File: src/hw/rtl/brbd_pkg.sv
// Shared types, opcodes, status codes and the popcount function for the bucket directory.
package brbd_pkg;

    localparam int DEF_WORD_BITS   = 64;
    localparam int DEF_MAX_BUCKETS = 65536;
    localparam int CFG_W           = 17;
    localparam int CNT_W           = 17;
    localparam logic [CNT_W-1:0] CNT_SAT  = 17'h1FFFF;
    localparam logic [31:0]      CONF_SAT = 32'hFFFF_FFFF;

    typedef enum logic [1:0] {
        OP_CLEAR  = 2'd0,
        OP_INSERT = 2'd1,
        OP_BUILD  = 2'd2,
        OP_LOOKUP = 2'd3
    } op_t;

    localparam logic [1:0] STAT_FOUND  = 2'd0;
    localparam logic [1:0] STAT_EMPTY  = 2'd1;
    localparam logic [1:0] STAT_BEYOND = 2'd2;

    typedef struct packed {
        op_t         opcode;
        logic [31:0] hash_index;
    } dir_in_t;

    typedef struct packed {
        logic [1:0]       status;
        logic [15:0]      slot;
        logic             collided;
        logic [CNT_W-1:0] filled_buckets;
        logic [31:0]      conflicts;
    } dir_out_t;

    typedef enum logic [3:0] {
        S_CLR,
        S_IDLE,
        S_DIV_POS,
        S_READ,
        S_EXEC,
        S_BLD_RD,
        S_BLD_ACC,
        S_DONE
    } state_t;

    // adder tree popcount, six levels
    function automatic logic [6:0] pop64(input logic [63:0] w);
        logic [6:0] t [64];
        for (int i = 0; i < 64; i++)
        begin
            t[i] = 7'(w[i]);
        end
        for (int lvl = 0; lvl < 6; lvl++)
        begin
            for (int i = 0; i < (32 >> lvl); i++)
            begin
                t[i] = t[2*i] + t[2*i+1];
            end
        end
        return t[0];
    endfunction

endpackage

File: src/hw/rtl/brbd_div.sv
// Shared restoring divider, one quotient bit per cycle.
module brbd_div
    import brbd_pkg::*;
#(
    parameter int DIV_W = 17
)
(
    input  logic             clk,
    input  logic             rst_n,
    input  logic             start,
    input  logic [31:0]      dividend,
    input  logic [DIV_W-1:0] divisor,
    output logic             done,
    output logic [DIV_W-1:0] rem
);

    logic [31:0]      q_reg, q_next;
    logic [DIV_W-1:0] r_reg, r_next;
    logic [DIV_W-1:0] d_reg, d_next;
    logic [4:0]       cnt_reg, cnt_next;
    logic             run_reg, run_next;
    logic             done_reg, done_next;
    logic [DIV_W:0]   trial;

    always_comb
    begin
        q_next    = q_reg;
        r_next    = r_reg;
        d_next    = d_reg;
        cnt_next  = cnt_reg;
        run_next  = run_reg;
        done_next = 1'b0;
        trial     = {r_reg, q_reg[31]};
        if (start)
        begin
            q_next   = dividend;
            r_next   = '0;
            d_next   = divisor;
            cnt_next = '0;
            run_next = 1'b1;
        end
        else if (run_reg)
        begin
            if (trial >= {1'b0, d_reg})
            begin
                r_next = DIV_W'(trial - {1'b0, d_reg});
                q_next = {q_reg[30:0], 1'b1};
            end
            else
            begin
                r_next = trial[DIV_W-1:0];
                q_next = {q_reg[30:0], 1'b0};
            end
            cnt_next = cnt_reg + 5'd1;
            if (cnt_reg == 5'd31)
            begin
                run_next  = 1'b0;
                done_next = 1'b1;
            end
        end
    end

    always_ff @(posedge clk or negedge rst_n)
    begin
        if (!rst_n)
        begin
            cnt_reg  <= '0;
            run_reg  <= 1'b0;
            done_reg <= 1'b0;
        end
        else
        begin
            cnt_reg  <= cnt_next;
            run_reg  <= run_next;
            done_reg <= done_next;
        end
    end

    always_ff @(posedge clk)
    begin
        q_reg <= q_next;
        r_reg <= r_next;
        d_reg <= d_next;
    end

    assign done = done_reg;
    assign rem  = r_reg;

endmodule

File: config.mk
export PLATFORM = sky130hd
export DESIGN_NAME = brbd_div
export DESIGN_NICKNAME = d
export VERILOG_FILES = /design/src/hw/rtl/brbd_pkg.sv /design/src/hw/rtl/brbd_div.sv
export SDC_FILE = /design/constraint.sdc
export NUM_CORES = 1
export LEC_CHECK = 0
export BUFFER_PORTS_ARGS = -buffer_cell sky130_fd_sc_hd__buf_2
export CAP_MARGIN = 20
export CORE_ASPECT_RATIO = 1.4
export CORE_MARGIN = 5
export CORE_UTILIZATION = 50
export CTS_CLUSTER_DIAMETER = 30
export CTS_CLUSTER_SIZE = 25
export DETAILED_ROUTE_END_ITERATION = 12
export PLACE_DENSITY_LB_ADDON = 0.12
export SLEW_MARGIN = 30
export SYNTH_ARGS = -nofsm -noshare
export SYNTH_HDL_FRONTEND = slang
export SYNTH_SLANG_ARGS = --single-unit
File: constraint.sdc
create_clock -name clk -period 2.9 [get_ports clk]
set_input_delay 0.435 -clock clk [delete_from_list [all_inputs] [get_ports clk]]
set_output_delay 0.435 -clock clk [all_outputs]
set_load 0.01 [all_outputs]
==> results of run 1 <==
-- routing by layer --
| layer | vias to the layer above | track usage | part of all wire |
|---|---|---|---|
| li1 | 1415 | - | - |
| met1 | 1338 | 0.188 | 0.39 |
| met2 | 64 | 0.325 | 0.53 |
| met3 | 19 | 0.0520 | 0.055 |
| met4 | 0 | 0.0880 | 0.026 |
| met5 | - | 0 | 0 |
-- worst max-delay path by stage --
stage               slack, ps  cells after the start        to  startpoint
floorplan                 150                     12  q_reg[0]   q_reg[31]
global placement          180                     11    rem[2]   q_reg[31]
detailed placement        140                     11    rem[2]   q_reg[31]
CTS                       120                     11    rem[2]   q_reg[31]
global route                4                     11    rem[2]   q_reg[31]
finish                    100                     11    rem[2]   q_reg[31]
-- area by class of cell --
type / count / area share
flip-flops and latches: 73 / 0.436
multi-input cells: 230 / 0.372
repair buffers: 80 / 0.0971
clock buffers: 13 / 0.0348
well taps: 97 / 0.0266
inverters: 24 / 0.0198
clock inverters: 3 / 0.0140
-- critical path: cells and delay by family (launching register included) --
kind                     cells  cell delay [ps]
AO/OA/AOI/OAI                5             1060
adder cells (fa/ha/maj)      2              550
buffers and inverters        3              330
flip-flops                   1              370
AND/OR/NAND/NOR              1              360
-- cells in the final DEF, fill, tap and decap left out, types with 3 or more instances in the layout --
| cell | instances |
|---|---|
| dfxtp_1 | 17 |
| a31oi_1 | 3 |
| o31a_1 | 4 |
| buf_2 | 69 |
| a221o_1 | 5 |
| o31ai_1 | 3 |
| nor2_1 | 25 |
| ha_1 | 19 |
| xnor2_1 | 8 |
| buf_4 | 9 |
| dfrtp_1 | 7 |
| nor3_1 | 8 |
| nand2_1 | 32 |
| inv_1 | 24 |
| o211ai_1 | 5 |
| o21a_1 | 3 |
| nor2b_1 | 4 |
| mux2_2 | 32 |
| clkbuf_8 | 11 |
| a21oi_1 | 9 |
| xor2_1 | 7 |
| edfxtp_1 | 49 |
| o21ai_0 | 18 |
-- where the power goes --
group	internal [uW]	switching, uW	total, uW
logic	432	531	963
clock network	530	368	897
registers	1260	93.8	1350
-- cells by family (layout without fill, tap and decap cells) --
logic type / after synthesis / in the layout / share of synthesized area
DFF: 73 / 73 / 0.517
buffers and inverters: 39 / 120 / 0.0423
adders and majority gates: 20 / 20 / 0.0670
muxes: 34 / 34 / 0.0989
AOI/OAI and AO/OA: 71 / 71 / 0.133
xor gates and xnor gates: 15 / 15 / 0.0342
and+or+nand+nor: 90 / 90 / 0.108
-- through the flow --
stage | hold WS, ps | setup slack (ps) | cell area [um2]
4_1_cts | 231 | 116 | 4560
6_report | 252 | 99.7 | 4560
3_3_place_gp | 274 | 182 | 4330
5_1_grt | 234 | 4.22 | 4560
3_5_place_dp | 275 | 139 | 4330
2_1_floorplan | 139 | 151 | 3850
-- what timing repair did --
| action | CTS | global route |
|---|---|---|
| hold buffers | 1 | 0 |
| hold endpoints to repair | 7 | 0 |
| setup endpoints to repair | 0 | 0 |
| buffers inserted | 0 | 0 |
==> impl_metrics.json, run 1 <==
{
  "largest_reg_flops": 32,
  "drv_cap": 0,
  "io_pins": 70,
  "cp-end-kind": "flop",
  "cts_resized": 0,
  "drtIter0Drc": 129,
  "worstPathRequired_ps": 3150,
  "clk-insertion-delay-late_ps": 350,
  "holdPathEnd": "d_reg[1]",
  "synth_edf_count": 49,
  "synth_cells": 342,
  "final_util": 0.612,
  "status": "finished, final reports clean",
  "final_antenna_net_count": 0,
  "grt_pass1_vias": 2884,
  "async_reset_ff_frac": 0.0959,
  "clockBufferDepth": 2,
  "multiInputGateArea_mm2": 0.00170,
  "antenna_found_initial": 0,
  "slew_violations": 0,
  "row_count": 37,
  "cts_tree": "built",
  "h-tree-depth": 3,
  "total_power_uw": 3210,
  "crit_type": "flop to flop",
  "r2r_slack_ps": 100,
  "min_period_ps": 2800,
  "gp_congestion": 0.888,
  "dp_cells": 503,
  "synth_area_leaders": "edfxtp_1 38%, mux2_2 9.4%, dfxtp_1 8.8%",
  "cp_data_arrival_time_ps": 3050,
  "synth-main-ff-cell": "edfxtp_1",
  "ys_types": 52,
  "synth_top_area_frac": 0.383,
  "yosysMostFrequentCell": "edfxtp_1",
  "diodes": 0,
  "grt-ovfl-total": 0,
  "ys_ff_latch": 73,
  "fin_crit_sh": 0.966,
  "synth_top_cell_by_area": "edfxtp_1",
  "drive_gt1_frac": 0.298,
  "crit_path_cell_trace": "inv_1 -> ha_1 -> inv_1 -> fa_1 -> a21o_1 -> a31oi_2 -> o21bai_2 -> o211a_1 -> buf_4 -> or3_1 -> a32o_1",
  "dp_hpwl_um": 6020,
  "p_per_area_mw_per_mm2": 704,
  "rsz0062_at_grt": "no",
  "yosysSeqAreaShare": 0.517,
  "slew_headroom": 0.578,
  "clock-sinks": 73,
  "reg2reg_depth": 11,
  "worstHoldPathType": "input port to flop",
  "cts_root_buf": "clkbuf_8",
  "r2r_start": "q_reg[31]",
  "fmax_mhz": 357,
  "fillCellCount": 627,
  "slowest_delay_ps": 390,
  "drc": 0,
  "worstHoldStart": "divisor[1]",
  "final_cells": 520,
  "min_path_cells": 1,
  "finalClockSkew_ps": 7.38,
  "wl_per_cell_um": 15.7,
  "synth_commonest_cells": "49 x edfxtp_1, 32 x mux2_2, 32 x nand2_1, 25 x nor2_1, 24 x inv_1",
  "numCtsBuffers": 9,
  "slowest_stage": "fa_1",
  "hold_viol_final": 0,
  "setup_tns_ps": 0,
  "vias": 2836,
  "io_buffer_count": 69,
  "dieArea_mm2": 0.00957,
  "drt_wl_total_um": 8180,
  "worst_pin_slew_ps": 632,
  "regArea_mm2": 0.00199,
  "crit_top_cell": "inv_1",
  "die_h_um": 114,
  "initial_core_util": 0.516,
  "grt_first_pass_wirelength_um": 13400,
  "clk_pin_slew_worst_paths_ps": 70,
  "p_leak_uw": 0.00202,
  "chipWidth_um": 84.1,
  "grt_max_degree": 34,
  "critPathLaunchType": "flop",
  "syn-cell-area_mm2": 0.00385,
  "synth_fp_nets": 414,
  "grt_use_total": 0.179,
  "vdd_drop_max_mv": 0.430,
  "fin_nets": 490,
  "core_area_mm2": 0.00745,
  "viasPerCell": 5.45,
  "setup_viol": 0,
  "worstPathMaxFanout": 19,
  "dr.pass1.iters": 4,
  "synth_warnings": 0,
  "syn_area_per_cell_um2": 11.2,
  "timing.rr.end": "rem[2]",
  "syn2layout_area_growth_pct": 18.6
}
No activity file was read; power rests on OpenSTA's default activity.
==> inputs of run 2 (changes only) <==
--- a/config.mk
+++ b/config.mk
@@ -9,7 +9,7 @@
 export CAP_MARGIN = 20
 export CORE_ASPECT_RATIO = 1.4
 export CORE_MARGIN = 5
-export CORE_UTILIZATION = 50
+export CORE_UTILIZATION = 30
 export CTS_CLUSTER_DIAMETER = 30
 export CTS_CLUSTER_SIZE = 25
 export DETAILED_ROUTE_END_ITERATION = 12
==> run 2 against run 1 <==
Net effect: register-to-register slack gained 70 ps; routed wire length grew 15%; clock skew down 1.7 ps; count of clock-buffer cells in the layout decreased by 3; core utilization decreased by 24 points; highest routed layer unchanged.
==> impl_metrics.json, run 2 (synthesis gave the netlist of run 1 again) <==
{
  "regArea_mm2": 0.00199,
  "min_path_cells": 1,
  "finalClockSkew_ps": 5.71,
  "chipWidth_um": 106,
  "setup_tns_ps": 0,
  "setup_viol": 0,
  "grt_use_total": 0.128,
  "io_buffer_count": 69,
  "clock-sinks": 73,
  "io_pins": 70,
  "drive_gt1_frac": 0.306,
  "final_cells": 578,
  "vdd_drop_max_mv": 0.376,
  "fin_nets": 492,
  "dp_cells": 561,
  "slew_headroom": 0.716,
  "p_leak_uw": 0.00208,
  "grt_max_degree": 35,
  "drtIter0Drc": 132,
  "diodes": 0,
  "cts_tree": "built",
  "grt_first_pass_wirelength_um": 15400,
  "critPathLaunchType": "flop",
  "multiInputGateArea_mm2": 0.00171,
  "min_period_ps": 2740,
  "status": "finished, final reports clean",
  "cp_data_arrival_time_ps": 2810,
  "worstHoldPathType": "input port to flop",
  "viasPerCell": 5.01,
  "drc": 0,
  "largest_reg_flops": 32,
  "fin_crit_sh": 0.943,
  "grt-ovfl-total": 0,
  "drt_wl_total_um": 9370,
  "clk-insertion-delay-late_ps": 330,
  "core_area_mm2": 0.0127,
  "worstPathRequired_ps": 2980,
  "drv_cap": 0,
  "antenna_found_initial": 0,
  "h-tree-depth": 3,
  "final_common_cell": "buf_2",
  "cts_setup_buffers": 0,
  "numCtsBuffers": 9,
  "row_count": 49,
  "hold_viol_final": 0,
  "fillCellCount": 1265,
  "vias": 2894,
  "reg2reg_depth": 10,
  "worstPathMaxFanout": 8,
  "wl_per_cell_um": 16.2,
  "p_per_area_mw_per_mm2": 764,
  "rsz0062_at_grt": "no",
  "final_cell_mix": "69 x buf_2, 49 x edfxtp_1, 32 x mux2_2, 32 x nand2_1, 25 x nor2_1",
  "syn2layout_area_growth_pct": 23.8,
  "dr.pass1.iters": 4,
  "cp-end-kind": "flop",
  "initial_core_util": 0.303,
  "grt_pass1_vias": 3031,
  "crit_type": "flop to flop",
  "die_h_um": 144,
  "slew_violations": 0,
  "dieArea_mm2": 0.0152,
  "final_antenna_net_count": 0,
  "dp_hpwl_um": 6840,
  "cts_root_buf": "clkbuf_16",
  "fmax_mhz": 366,
  "gp_congestion": 0.842,
  "clk_pin_slew_worst_paths_ps": 60,
  "worst_pin_slew_ps": 427,
  "clockBufferDepth": 2
}
## run 2: path summary, 6_finish.rpt
path	startpoint	end	slack, ps
min reg2reg	rem[7]	rem[8]	520
min	divisor[1]	d_reg[1]	280
max in group asynchronous	rst_n	cnt_reg[3]	2270
max reg2reg	q_reg[31]	q_reg[0]	160
max	q_reg[31]	q_reg[0]	160
min in group asynchronous	rst_n	cnt_reg[4]	470
## run 2: cell type report
| cell class | instances | share of cell area |
|---|---|---|
| clock buffers | 10 | 0.0481 |
| clock inverters | 6 | 0.0242 |
| inverters | 24 | 0.0189 |
| multi-input cells | 230 | 0.358 |
| flip-flops and latches | 73 | 0.417 |
| well taps | 153 | 0.0402 |
| repair buffers | 82 | 0.0935 |
## run 2: metrics by stage
step	util	worst slack (ps)	hold WS (ps)	total power (uW)	area (um2)
floorplan	-	151	139	2050	3850
global placement	0.347	189	279	2370	4400
detailed placement	0.347	136	282	2370	4400
CTS	0.375	125	264	3690	4750
global route	0.375	15.7	262	3870	4760
finish	0.375	165	277	3640	4760
## run 2: critical path, stage by stage (launching register included)
cell      delay (ps)
edfxtp_1         350
inv_1             80
ha_1             170
inv_1             50
fa_1             390
a21o_1           240
a31oi_4          200
o21bai_2         100
o211a_1          230
or2_1            360
mux2_2           300
## run 2: report_power, final
group | total, uW | internal (uW) | switching [uW]
combinational | 998 | 446 | 552
clock | 1290 | 845 | 442
sequential | 1350 | 1260 | 95.6
total | 3640 | 2550 | 1090
## run 2: metal layers
| layer | share of wire | routed length, um | up-vias | track usage |
|---|---|---|---|---|
| met2 | 0.52 | 4860 | 73 | 0.228 |
| met3 | 0.061 | 574 | 18 | 0.0380 |
| met4 | 0.027 | 250 | 0 | 0.0587 |
| met5 | 0 | 0 | - | 0 |
| li1 | - | - | 1411 | - |
| met1 | 0.39 | 3690 | 1392 | 0.141 |
## run 2: timing repair
item | in CTS | in global routing
endpoints found under the hold margin | 7 | 0
gates resized for setup | 0 | 1
setup endpoints to repair | 0 | 3
hold buffers | 1 | 0
